===== config.mk =====
export PLATFORM = sky130hd
export DESIGN_NAME = axis_homing_limit_controller_top
export DESIGN_NICKNAME = d
export VERILOG_FILES = /design/src/rtl/ahlc_pkg.sv /design/src/rtl/axis_homing_limit_controller_top.sv /design/src/rtl/ahlc_ctrl.sv /design/src/rtl/ahlc_scale.sv
export VERILOG_INCLUDE_DIRS = /design/src /design/src/rtl
export SDC_FILE = /design/constraint.sdc
export NUM_CORES = 2
export LEC_CHECK = 0
export ABC_AREA = 1
export BUFFER_PORTS_ARGS = -buffer_cell sky130_fd_sc_hd__buf_4
export CAP_MARGIN = 20
export CELL_PAD_IN_SITES_DETAIL_PLACEMENT = 2
export CELL_PAD_IN_SITES_GLOBAL_PLACEMENT = 2
export CORE_UTILIZATION = 42
export CTS_BUF_LIST = sky130_fd_sc_hd__clkbuf_8
export CTS_CLUSTER_SIZE = 20
export DETAILED_ROUTE_END_ITERATION = 16
export PLACE_DENSITY = 0.8
export SLEW_MARGIN = 0
export SYNTH_ARGS = -nofsm -noshare
export SYNTH_HDL_FRONTEND = slang
export SYNTH_SLANG_ARGS = --single-unit

===== constraint.sdc =====
create_clock -name clock -period 10.5 [get_ports clock]
set_input_delay 0.525 -clock clock [delete_from_list [all_inputs] [get_ports clock]]
set_output_delay 0.525 -clock clock [all_outputs]
set_load 0.01 [all_outputs]

===== src/rtl/assert_macros.svh =====
// Assertion helper macros for the axis homing and limit controller.
// No dependencies; taken in by the top level with `include.
`ifndef ASSERT_MACROS_SVH
`define ASSERT_MACROS_SVH

// Same-cycle implication, disabled during reset.
`define AST_IMPL(name, clk, rst, pre, post) \
   name: assert property (@(posedge clk) disable iff (rst) (pre) |-> (post)) \
      else $error("assertion failed");

// Next-cycle implication, disabled during reset.
`define AST_NEXT(name, clk, rst, pre, post) \
   name: assert property (@(posedge clk) disable iff (rst) (pre) |=> (post)) \
      else $error("assertion failed");

`endif


===== src/rtl/ahlc_pkg.sv =====
// Shared types and constants for the axis homing and limit controller.
// No dependencies; imported by every module of the block.
`timescale 1ns / 1ps

package ahlc_pkg;

   localparam int unsigned FULL_SCALE_MV_DEF = 24000;
   localparam int unsigned PWM_FULL          = 32767;
   localparam int unsigned NUM_W             = 32;
   localparam int unsigned CSR_IDX_W         = 2;
   localparam int unsigned CSR_DATA_W        = 15;

   localparam logic [CSR_IDX_W-1:0] CSR_MAX_SPEED     = 2'd0;
   localparam logic [CSR_IDX_W-1:0] CSR_REF_DIRECTION = 2'd1;
   localparam logic [CSR_IDX_W-1:0] CSR_REF_SWITCH    = 2'd2;

   typedef struct packed {
      logic [14:0] max_speed;
      logic        ref_direction;
      logic        ref_switch_select;
   } cfg_type;

   typedef struct packed {
      logic               mode_write;
      logic [1:0]         mode_request;
      logic               end_switch_a;
      logic               end_switch_b;
      logic               force_switch_a;
      logic               force_switch_b;
      logic signed [15:0] user_speed;
   } scan_type;

   typedef struct packed {
      logic signed [15:0] set_speed;
      logic               reset_error;
      logic               reset_counter;
      logic               referenced;
      logic [1:0]         mode;
   } ctrl_out_type;

endpackage


===== src/rtl/axis_homing_limit_controller_top.sv =====
// Axis homing and limit controller: one control scan in, one result out.
// Channels: req_* scans in (valid/stall), rsp_* results out (valid/stall),
// csr_* register writes (valid/ready, ready always high).
// Path: a transferred scan is registered in stage 1, stage 2 and the output
// register in turn; rsp_valid rises once it reaches the output register.
// Throughput: one scan per cycle unless rsp_stall holds the pipeline. The mode
// sequencer updates in the accept cycle; the PWM and feedback scaling run in a
// three-register pipeline (input products, reciprocal estimate, corrected result).
// Stall: each stage holds while the next is full and held; req_stall rises
// only when all three stages are full and rsp_stall is high.
// Reset: synchronous, clears mode to stop, the referenced flag, setpoint,
// pulses, registers and all pipeline valid bits. No clearing pass.
// The user must write registers only while the block is idle; the block does not enforce it.
// Depends on ahlc_pkg, ahlc_ctrl, ahlc_scale and assert_macros.svh.
`timescale 1ns / 1ps
`include "assert_macros.svh"

module axis_homing_limit_controller_top import ahlc_pkg::*; #(
   parameter int unsigned FULL_SCALE_MV = FULL_SCALE_MV_DEF
) (
   input  logic                  clock,
   input  logic                  reset,
   input  logic                  req_valid,
   output logic                  req_stall,
   input  logic                  req_mode_write,
   input  logic [1:0]            req_mode_request,
   input  logic                  req_end_switch_a,
   input  logic                  req_end_switch_b,
   input  logic                  req_force_switch_a,
   input  logic                  req_force_switch_b,
   input  logic signed [15:0]    req_user_speed,
   input  logic signed [15:0]    req_drive_millivolts,
   output logic                  rsp_valid,
   input  logic                  rsp_stall,
   output logic signed [15:0]    rsp_set_speed,
   output logic signed [15:0]    rsp_pwm_value,
   output logic signed [15:0]    rsp_feedback_speed,
   output logic                  rsp_reset_error,
   output logic                  rsp_reset_counter,
   output logic                  rsp_is_referenced,
   output logic [1:0]            rsp_current_mode,
   input  logic                  csr_valid,
   output logic                  csr_ready,
   input  logic [CSR_IDX_W-1:0]  csr_index,
   input  logic [CSR_DATA_W-1:0] csr_data
);

   cfg_type          cfg_ff;
   scan_type         scan;
   ctrl_out_type     ctrl_state, ctrl_s2_ff, ctrl_s3_ff;
   logic             s1_valid_ff, s2_valid_ff, rsp_valid_ff;
   logic             s1_free, s2_free, s3_free;
   logic             accept, ld2, ld3;
   logic [15:0]      mag;
   logic [NUM_W-1:0] pwm_num, fbk_num;
   logic [NUM_W-1:0] pwm_num_ff, fbk_num_ff;
   logic             neg_ff;
   logic             pwm_zero;

   // flow control
   assign s3_free   = !rsp_valid_ff || !rsp_stall;
   assign s2_free   = !s2_valid_ff || s3_free;
   assign s1_free   = !s1_valid_ff || s2_free;
   assign accept    = req_valid && s1_free;
   assign ld2       = s1_valid_ff && s2_free;
   assign ld3       = s2_valid_ff && s3_free;
   assign req_stall = !s1_free;
   assign csr_ready = 1'b1;

   always_ff @(posedge clock) begin
      if (reset) begin
         s1_valid_ff  <= 1'b0;
         s2_valid_ff  <= 1'b0;
         rsp_valid_ff <= 1'b0;
         cfg_ff       <= '0;
      end else begin
         s1_valid_ff  <= accept || (s1_valid_ff && !s2_free);
         s2_valid_ff  <= ld2 || (s2_valid_ff && !s3_free);
         rsp_valid_ff <= ld3 || (rsp_valid_ff && rsp_stall);
         if (csr_valid) begin
            case (csr_index)
               CSR_MAX_SPEED:     cfg_ff.max_speed         <= csr_data;
               CSR_REF_DIRECTION: cfg_ff.ref_direction     <= csr_data[0];
               CSR_REF_SWITCH:    cfg_ff.ref_switch_select <= csr_data[0];
               default: begin
               end
            endcase
         end
      end
   end

   // scan input and scaling numerators
   always_comb begin
      scan = '{mode_write:     req_mode_write,
               mode_request:   req_mode_request,
               end_switch_a:   req_end_switch_a,
               end_switch_b:   req_end_switch_b,
               force_switch_a: req_force_switch_a,
               force_switch_b: req_force_switch_b,
               user_speed:     req_user_speed};
      mag      = req_drive_millivolts[15] ? 16'(-req_drive_millivolts)
                                          : 16'(req_drive_millivolts);
      pwm_num  = NUM_W'(mag) * NUM_W'(2 * PWM_FULL) + NUM_W'(FULL_SCALE_MV);
      fbk_num  = NUM_W'(mag) * NUM_W'(cfg_ff.max_speed);
      pwm_zero = pwm_num < NUM_W'(2 * FULL_SCALE_MV);
   end

   always_ff @(posedge clock) begin
      if (accept) begin
         pwm_num_ff <= pwm_num;
         fbk_num_ff <= fbk_num;
         neg_ff     <= req_drive_millivolts[15];
      end
      if (ld2) begin
         ctrl_s2_ff <= ctrl_state;
      end
      if (ld3) begin
         ctrl_s3_ff <= ctrl_s2_ff;
      end
   end

   ahlc_ctrl u_ctrl (
      .clock    (clock),
      .reset    (reset),
      .accept   (accept),
      .scan     (scan),
      .pwm_zero (pwm_zero),
      .cfg      (cfg_ff),
      .state    (ctrl_state)
   );

   ahlc_scale #(.DIVISOR(2 * FULL_SCALE_MV)) u_pwm_scale (
      .clock    (clock),
      .load_est (ld2),
      .load_out (ld3),
      .num      (pwm_num_ff),
      .neg      (neg_ff),
      .value    (rsp_pwm_value)
   );

   ahlc_scale #(.DIVISOR(FULL_SCALE_MV)) u_fbk_scale (
      .clock    (clock),
      .load_est (ld2),
      .load_out (ld3),
      .num      (fbk_num_ff),
      .neg      (neg_ff),
      .value    (rsp_feedback_speed)
   );

   assign rsp_valid         = rsp_valid_ff;
   assign rsp_set_speed     = ctrl_s3_ff.set_speed;
   assign rsp_reset_error   = ctrl_s3_ff.reset_error;
   assign rsp_reset_counter = ctrl_s3_ff.reset_counter;
   assign rsp_is_referenced = ctrl_s3_ff.referenced;
   assign rsp_current_mode  = ctrl_s3_ff.mode;

   `AST_IMPL(a_cnt_ref, clock, reset, rsp_valid && rsp_reset_counter, rsp_is_referenced)
   `AST_IMPL(a_cnt_speed, clock, reset, rsp_valid && rsp_reset_counter, rsp_set_speed == 16'sd0)
   `AST_NEXT(a_ref_sticky, clock, reset, ctrl_state.referenced, ctrl_state.referenced)
   `AST_NEXT(a_s1_fill, clock, reset, accept, s1_valid_ff)

endmodule


===== src/rtl/ahlc_ctrl.sv =====
// Mode sequencer for the axis controller: stop / homing / moving, referenced flag,
// speed setpoint and pulse outputs. Depends on ahlc_pkg.
`timescale 1ns / 1ps

module ahlc_ctrl import ahlc_pkg::*; (
   input  logic         clock,
   input  logic         reset,
   input  logic         accept,
   input  scan_type     scan,
   input  logic         pwm_zero,
   input  cfg_type      cfg,
   output ctrl_out_type state
);

   typedef enum logic [1:0] {
      MODE_STOP   = 2'd0,
      MODE_HOMING = 2'd1,
      MODE_MOVING = 2'd2
   } mode_type;

   mode_type           mode_ff, mode_in, mode_sel;
   logic               referenced_ff, referenced_in;
   logic               pwm_zero_ff;
   logic signed [15:0] speed_ff, speed_in;
   logic               err_ff, err_in;
   logic               cnt_ff, cnt_in;
   logic               side_a, side_b, ref_trip, far_trip;
   logic               toward, away, req_ok;
   logic signed [15:0] homing_speed;

   always_comb begin
      side_a   = scan.end_switch_a | scan.force_switch_a;
      side_b   = scan.end_switch_b | scan.force_switch_b;
      ref_trip = cfg.ref_switch_select ? side_b : side_a;
      far_trip = cfg.ref_switch_select ? side_a : side_b;
      toward   = cfg.ref_direction ? (scan.user_speed > 16'sd0) : (scan.user_speed < 16'sd0);
      away     = cfg.ref_direction ? (scan.user_speed < 16'sd0) : (scan.user_speed > 16'sd0);
      homing_speed = cfg.ref_direction ? $signed({1'b0, cfg.max_speed})
                                       : -$signed({1'b0, cfg.max_speed});
      req_ok = (scan.mode_request == MODE_STOP) || (scan.mode_request == MODE_HOMING) ||
               (scan.mode_request == MODE_MOVING);
      mode_sel = (scan.mode_write && req_ok) ? mode_type'(scan.mode_request) : mode_ff;

      mode_in       = mode_sel;
      referenced_in = referenced_ff;
      speed_in      = speed_ff;
      err_in        = 1'b0;
      cnt_in        = 1'b0;
      case (mode_sel)
         MODE_STOP: begin
            speed_in = 16'sd0;
            err_in   = scan.end_switch_a | scan.end_switch_b;
         end
         MODE_HOMING: begin
            if (!referenced_ff) begin
               speed_in = homing_speed;
               if (ref_trip) begin
                  speed_in = 16'sd0;
                  if (pwm_zero_ff) begin
                     referenced_in = 1'b1;
                     cnt_in        = 1'b1;
                     mode_in       = MODE_STOP;
                  end
               end
            end else begin
               mode_in = mode_ff;
            end
         end
         MODE_MOVING: begin
            if (referenced_ff) begin
               speed_in = scan.user_speed;
               if ((ref_trip && toward) || (far_trip && away)) begin
                  speed_in = 16'sd0;
                  mode_in  = MODE_STOP;
               end
            end else begin
               mode_in = mode_ff;
            end
         end
         default: begin
            mode_in = mode_ff;
         end
      endcase
   end

   always_ff @(posedge clock) begin
      if (reset) begin
         mode_ff       <= MODE_STOP;
         referenced_ff <= 1'b0;
         pwm_zero_ff   <= 1'b1;
         speed_ff      <= 16'sd0;
         err_ff        <= 1'b0;
         cnt_ff        <= 1'b0;
      end else if (accept) begin
         mode_ff       <= mode_in;
         referenced_ff <= referenced_in;
         pwm_zero_ff   <= pwm_zero;
         speed_ff      <= speed_in;
         err_ff        <= err_in;
         cnt_ff        <= cnt_in;
      end
   end

   assign state = '{set_speed:     speed_ff,
                    reset_error:   err_ff,
                    reset_counter: cnt_ff,
                    referenced:    referenced_ff,
                    mode:          mode_ff};

endmodule


===== src/rtl/ahlc_scale.sv =====
// Two-stage divide-by-constant unit: reciprocal estimate, then one remainder
// correction, saturation to +-32767 and sign. Depends on ahlc_pkg.
`timescale 1ns / 1ps

module ahlc_scale import ahlc_pkg::*; #(
   parameter int unsigned DIVISOR = FULL_SCALE_MV_DEF
) (
   input  logic               clock,
   input  logic               load_est,
   input  logic               load_out,
   input  logic [NUM_W-1:0]   num,
   input  logic               neg,
   output logic signed [15:0] value
);

   localparam int unsigned   RECIP_SHIFT = NUM_W;
   localparam logic [63:0]   RECIP64     = (64'd1 << RECIP_SHIFT) / 64'(DIVISOR);
   localparam logic [NUM_W-1:0] RECIP    = RECIP64[NUM_W-1:0];
   localparam logic [63:0]   SAT_LIMIT   = 64'(PWM_FULL + 1) * 64'(DIVISOR);

   logic [2*NUM_W-1:0] prod;
   logic [15:0]        est_ff;
   logic [NUM_W-1:0]   num_ff;
   logic               sat_ff;
   logic               neg_ff;
   logic [47:0]        back;
   logic [47:0]        rem;
   logic [15:0]        quot;
   logic [15:0]        mag;
   logic signed [15:0] value_ff, value_in;

   assign prod = num * RECIP;

   always_ff @(posedge clock) begin
      if (load_est) begin
         est_ff <= prod[RECIP_SHIFT +: 16];
         num_ff <= num;
         sat_ff <= (64'(num) >= SAT_LIMIT);
         neg_ff <= neg;
      end
   end

   always_comb begin
      back     = 48'(est_ff) * 48'(DIVISOR);
      rem      = 48'(num_ff) - back;
      quot     = est_ff + 16'(rem >= 48'(DIVISOR));
      mag      = sat_ff ? 16'(PWM_FULL) : quot;
      value_in = neg_ff ? -$signed(mag) : $signed(mag);
   end

   always_ff @(posedge clock) begin
      if (load_out) begin
         value_ff <= value_in;
      end
   end

   assign value = value_ff;

endmodule

* Word-level counts from Yosys, hierarchy flattened
Index checks and enable logic that the tools add are counted.
** Cells by class
- $lt $le $gt $ge :: 7
- Eq/ne operators :: 8
- Bitwise operators :: 3
- $mul :: 6
- Reductions and logical operators :: 34
- Mux-type cells :: 28
- $add $sub $neg :: 9
** Operators with widths (number)
- 2-to-1 mux 16 bit :: 10
- multiplier 16 x 9 -> 25 bit (second input constant) :: 2
- greater-or-equal comparator 48 x 15 -> 1 bit (second input constant) :: 1
- greater-or-equal comparator 48 x 16 -> 1 bit (second input constant) :: 1
- negation 16 bit :: 3
- one-hot mux 16 bit (3 select lines) :: 1
- multiplier 32 x 16 -> 47 bit (second input constant) :: 1
- multiplier 31 x 16 -> 46 bit (second input constant) :: 1
- subtractor 32 x 32 -> 33 bit :: 1
- adder 16 x 1 -> 16 bit :: 2
- adder 32 x 15 -> 32 bit (second input constant) :: 1
- greater-or-equal comparator 32 x 31 -> 1 bit (second input constant) :: 1
- < comparator 32 x 16 -> 1 bit (second input constant) :: 1
- subtractor 31 x 31 -> 32 bit :: 1
- greater-or-equal comparator 31 x 30 -> 1 bit (second input constant) :: 1
- multiplier 16 x 15 -> 31 bit :: 1
- multiplier 16 x 15 -> 31 bit (second input constant) :: 1
- greater-than comparator 16 x 1 -> 1 bit (second input constant) :: 1
- < comparator 16 x 1 -> 1 bit (second input constant) :: 1
- negation 15 -> 16 bit :: 1
- 2-to-1 mux 2 bit :: 6
- 2-to-1 mux 1 bit :: 10
- logical AND 1 bit :: 9
- logical OR 1 bit :: 9
- 11 further kinds :: 28
** Word-level totals
- Register bits :: 278

* Logic depth before layout (Yosys ltp)
- Depth after elaboration :: 9
- Gate-level depth with buffers :: 52
- Depth with buffers taken out :: 52

* Hierarchy
Synthesis repeated with hierarchy kept, for this count alone.
** Unflattened totals
- Cell total of the unflattened synthesis :: 6819
- Area total of the unflattened synthesis :: 56023.7 um^2
** By module, submodules not included
- axis_homing_limit_controller_top :: area each 18502.7 um^2, seq. area each 3553.4 um^2, instances 1, cells each 2164
- ahlc_scale at u_fbk_scale :: area each 17837.1 um^2, seq. area each 1801.7 um^2, instances 1, cells each 2197
- ahlc_scale at u_pwm_scale :: area each 17688.2 um^2, seq. area each 1771.7 um^2, instances 1, cells each 2128
- ahlc_ctrl :: area each 1995.7 um^2, seq. area each 440.4 um^2, instances 1, cells each 330

* Worst setup path after synthesis
No wires, ideal clock.
- Path kind :: register -> register
- Start :: register u_fbk_scale.est_ff[6]
- End :: register u_fbk_scale.value_ff[14] (netlist: u_fbk_scale.value[14]) (data pin)
- Stages on the path, launching flop included :: 45
- Arrival :: 7.523 ns
- Clock period less this slack :: 7.777 ns
- Slack :: 2.723 ns
- Path buffers :: 0
- Cell sequence :: edfxtp_1 > fa_1 > inv_1 > fa_1 > inv_1 > fa_1 > inv_1 > fa_1 > inv_1 > ha_1 > a21oi_1 > nand2_1 > nor2_1 > o21ai_1 > a21boi_0 > o21ai_1 > a21boi_0 > o21ai_1 > [... 9 more ...] > nand4_1 > xor2_1 > inv_1 > o2111a_1 > nand4_1 > ha_1 > ha_1 > nor2_1 > ha_1 > inv_1 > nor3_1 > inv_1 > nor3_1 > nand3_1 > nand2_1 > nand2_1 > xnor2_1 > inv_1
** Between the ends
- Word-level cells in the longest chain between the ends :: 7
** Ends and longest elaborated chain
- start, declared :: line ahlc_scale.sv:22 : logic [15:0] est_ff;
- start signal, assigned :: line ahlc_scale.sv:36 : est_ff <= prod[RECIP_SHIFT +: 16];
- multiplier 16 x 9 -> 25 bit :: line ahlc_scale.sv:44 : back = 48'(est_ff) * 48'(DIVISOR);
- subtractor 31 x 31 -> 32 bit :: line ahlc_scale.sv:45 : rem = 48'(num_ff) - back;
- greater-or-equal comparator 48 x 15 -> 1 bit :: line ahlc_scale.sv:46 : quot = est_ff + 16'(rem >= 48'(DIVISOR));
- adder 16 x 1 -> 16 bit (*) :: line ahlc_scale.sv:46
- 2-to-1 mux 16 bit (*) :: line ahlc_scale.sv:47 : mag = sat_ff ? 16'(PWM_FULL) : quot;
- negation 16 bit :: line ahlc_scale.sv:48 : value_in = neg_ff ? -$signed(mag) : $signed(mag);
- 2-to-1 mux 16 bit (*) :: line ahlc_scale.sv:48
- via u_fbk_scale.value_in[14] :: line ahlc_scale.sv:30 : logic signed [15:0] value_ff, value_in;
- end signal, assigned :: line ahlc_scale.sv:53 : value_ff <= value_in;
- end, declared :: line ahlc_scale.sv:30
The timed path passes the listed nets; every way through them passes the cells marked *.
A chain may end at the register's enable or synchronous reset.

* Worst setup path in the final report
- Start :: register u_pwm_scale.est_ff[6]
- End :: register u_pwm_scale.value_ff[14] (netlist: u_pwm_scale.value[14]) (data pin)
** Between the ends
- Word-level cells in the longest chain between the ends :: 7
** Ends and longest elaborated chain (line)
- start, declared :: ahlc_scale.sv:22
- start signal, assigned :: ahlc_scale.sv:36
- multiplier 16 x 9 -> 25 bit :: ahlc_scale.sv:44
- subtractor 32 x 32 -> 33 bit :: ahlc_scale.sv:45
- greater-or-equal comparator 48 x 16 -> 1 bit :: ahlc_scale.sv:46
- adder 16 x 1 -> 16 bit (*) :: ahlc_scale.sv:46
- 2-to-1 mux 16 bit (*) :: ahlc_scale.sv:47
- negation 16 bit :: ahlc_scale.sv:48
- 2-to-1 mux 16 bit (*) :: ahlc_scale.sv:48
- via u_pwm_scale.value_in[14] :: ahlc_scale.sv:30
- end signal, assigned :: ahlc_scale.sv:53
- end, declared :: ahlc_scale.sv:30
Marks and branches as above.

==> metrics.md <==
| Metric | Value |
|---|---|
| Status | finished clean |
| Register area | 0.00769 sq mm |
| Max Cap Violations | 0 |
| Startpoint Class | register |
| Commonest cells after routing, fill and taps aside | 1669 x inv_1, 870 x nand2_1, 831 x ha_1 |
| Core Util, Final | 45.8% |
| CTS resizes | 0 |
| Share of post-route cells with drive strength above 1 | 5.18% |
| Hold path endpoint | s1_valid_ff |
| WL final | 184 mm |
| Top-area cell type share of the netlist area | 30.4% |
| Fillers | 13800 |
| Crit-path leading delay family | adder cells |
| I/O pins | 117 |
| Yosys Warn Count | 0 |
| Largest net degree at the start of global routing | 54 |
| Iteration-0 DRC Markers | 1654 |
| Part of the cycle the worst path needs | 90.8% |
| Cells after synthesis | 6084 |
| Chip Width | 357 microns |
| Synthesized area per cell | 8.68 sq um |
| GRT Util Overall | 29.5% |
| Initial Utilization | 42.5% |
| Die Y | 357 microns |
| Vias in the first global route | 50000 |
| Synth top area cells | fa_1 30%, ha_1 20%, edfxtp_1 13% |
| Detail Route Antenna Nets | 0 |
| Hold Vio Cnt, Final | 0 |
| Most common cell after layout, fill and taps aside | inv_1 |
| DR DRC count | 0 |
| Final TNS setup | 0 ps |
| Synth Cell Area | 0.0528 sq mm |
| Tmin final | 9540 ps |
| CP Capture Type | register |
| Count of unique library cells instantiated by Yosys | 60 |
| Worst Path Max Fanout | 9 |
| Number of CTS-inserted buffers | 55 |
| # rows | 129 |
| Avg WL per Cell | 23.3 microns |
| CP Class | reg2reg |
| Critical path depth in cells | 44 |
| CP max stage cell | edfxtp_1 |
| First-pass GRT wire length | 287 mm |
| Clock Path Buffers | 3 |
| GPL Wtd Cong | 0.906 |
| Vias per cell | 5.29 |
| Reg2Reg Setup Slack | 960 ps |
| First-pass DRT Iterations | 5 |
| Die area | 0.127 sq mm |
| Multi-input logic area | 0.0386 sq mm |
| Hold Path Class | in2reg |
| Number of synthesized flops with an enable pin | 228 |
| Remaining Overflow, GRT | 0 |
| Buf+Inv Stages, Crit Path | 7 |
| DP HPWL | 158 mm |
| Initial antenna violation count | 3 |
| Fmax | 0.105 GHz |
| Min-delay src | req_valid |
| H-tree levels | 2 |
| Slew headroom | 30.4% |
| Clock sinks | 270 |
| Clock root buffer master | clkbuf_8 |
| Depth of the most critical reg-to-reg path | 44 |
| Reg-to-reg endpoint | u_pwm_scale.value[14] |
| Worst EP required | 10990 ps |
| CTS tree | built |
| Layout area overhead | 7.58% |
| CORE AREA | 0.124 sq mm |
| Sequential-to-total area share from yosys stat | 14.6% |
| CP arrival | 10030 ps |
| Commonest register cell after synthesis | edfxtp_1 |
| Hold-fix buffers, CTS | 0 |
| Syn Nets | 7777 |
| Nets | 7906 |
| Via Count | 41800 |
| Worst-Margin Slew | 1040 ps |
| Post-CTS Setup Bufs | 0 |
| Worst-path clk slew | 70 ps |
| Hold depth | 3 |
| Reg-to-reg startpoint | u_pwm_scale.est_ff[6] |
| Synthesis-stage register bit count | 270 |
| Setup-failing EPs final | 0 |
| Post-synth top area cell | fa_1 |
| FFs w/ async S/R, synth | 0% |
| Clock latency on the worst-skew pair | 740 ps |
| Fin. max-slew vios | 0 |
| Port Buffers | 115 |
| CP peak stage delay | 640 ps |
| Unrepaired setup endpoints after global routing | false |
| Skew final | 33.6 ps |
-- final cells by class --
type	count	share of cell area (%)
Sequential cell	270	13.5
Clock buffer	56	1.36
Inverter	1678	11.1
Multi-Input combinational cell	4074	67.9
Clock inverter	47	0.696
Timing Repair Buffer	134	1.77
Tap cell	1637	3.61
Antenna cell	2	0.00881
-- worst reg2reg max path, delay by kind of cell, from the launching register on --
kind,cells,cell delay [ps]
AOI/OAI and AO/OA,9,1850
buffers and inverters,7,430
adders and majority gates,9,3590
xor gates and xnor gates,2,350
DFF,1,640
and+or+nand+nor,17,2420
-- logic make-up (layout without fill, tap and decap cells) --
| group | count (synthesis) | count (layout) | synth area share [%] |
|---|---|---|---|
| buffers and inverters | 1740 | 1915 | 12.4 |
| adder cells (fa/ha/maj) | 1632 | 1632 | 50.1 |
| AND/OR/NAND/NOR | 1613 | 1613 | 13.0 |
| AO/OA/AOI/OAI | 648 | 648 | 6.99 |
| flip-flops | 270 | 270 | 14.6 |
| XOR/XNOR | 180 | 180 | 2.99 |
| other | 1 | 3 | 0.00710 |
-- worst max-delay path by stage --
stage	to	start
2_1_floorplan	u_fbk_scale.value[14]	u_fbk_scale.est_ff[6]
5_1_grt	u_pwm_scale.value[14]	u_pwm_scale.est_ff[7]
3_5_place_dp	u_pwm_scale.value[14]	u_pwm_scale.est_ff[6]
4_1_cts	u_pwm_scale.value[14]	u_pwm_scale.est_ff[7]
3_3_place_gp	u_pwm_scale.value[14]	u_pwm_scale.est_ff[6]
6_report	u_pwm_scale.value[14]	u_pwm_scale.est_ff[6]
-- cell usage after synthesis (4+ instances only) --
library cell  instances
o22ai_1               8
inv_2                13
a31oi_1              22
buf_1                 4
nand3b_1              7
fa_1                801
nand3_1             131
nand2_4               8
o211ai_1             17
dfxtp_1              42
edfxtp_1            228
a21o_1               19
o32ai_1               9
nor2_2               15
or2_2                10
clkbuf_1             54
a21boi_0             13
a211oi_1              7
clkinv_1              5
nand3_2               7
o21a_1               10
xnor2_1              69
nand2_1             870
ha_1                831
o31ai_1              11
nor2_1              385
xor2_1              111
nand2_2              36
o21bai_1             19
a21oi_1             308
nor2_4                5
o21ai_0             155
o21ai_1              19
nor4_1               17
inv_1              1660
nor3_1               57
nand4_1              56
o2111ai_1             5
-- stage by stage --
step,hold WS [ps],cell area (sq um),worst slack (ps),instances
2_1_floorplan,400,52800,2720,6084
3_3_place_gp,405,55600,1140,7791
3_5_place_dp,413,55600,890,7791
4_1_cts,5.47,56800,832,7894
5_1_grt,32.5,56800,161,7897
6_report,66.7,56800,961,7898
-- registers in the layout (all words and copies together) (netlist names), 2 cells and up --
register            cells
fbk_num_ff             31
pwm_num_ff             31
u_pwm_scale.num_ff     31
u_fbk_scale.num_ff     25
ctrl_s2_ff             21
cfg_ff                 17
rsp_set_speed          16
u_ctrl.speed_ff        16
u_fbk_scale.est_ff     16
u_fbk_scale.value      16
u_pwm_scale.est_ff     16
u_pwm_scale.value      16
rsp_current_mode        2
u_ctrl.mode_ff          2
-- metal layers --
layer	up-vias	global-route usage [%]	routed length (microns)
met5	-	0	0
met4	0	10.3	6710
met3	335	2.76	4520
met2	659	55.3	97300
met1	21700	34.7	75300
li1	19100	-	-
Power is left out: the tool's default activity adds up to more than one toggle a clock period on the data nets, which glitch-free logic cannot reach.
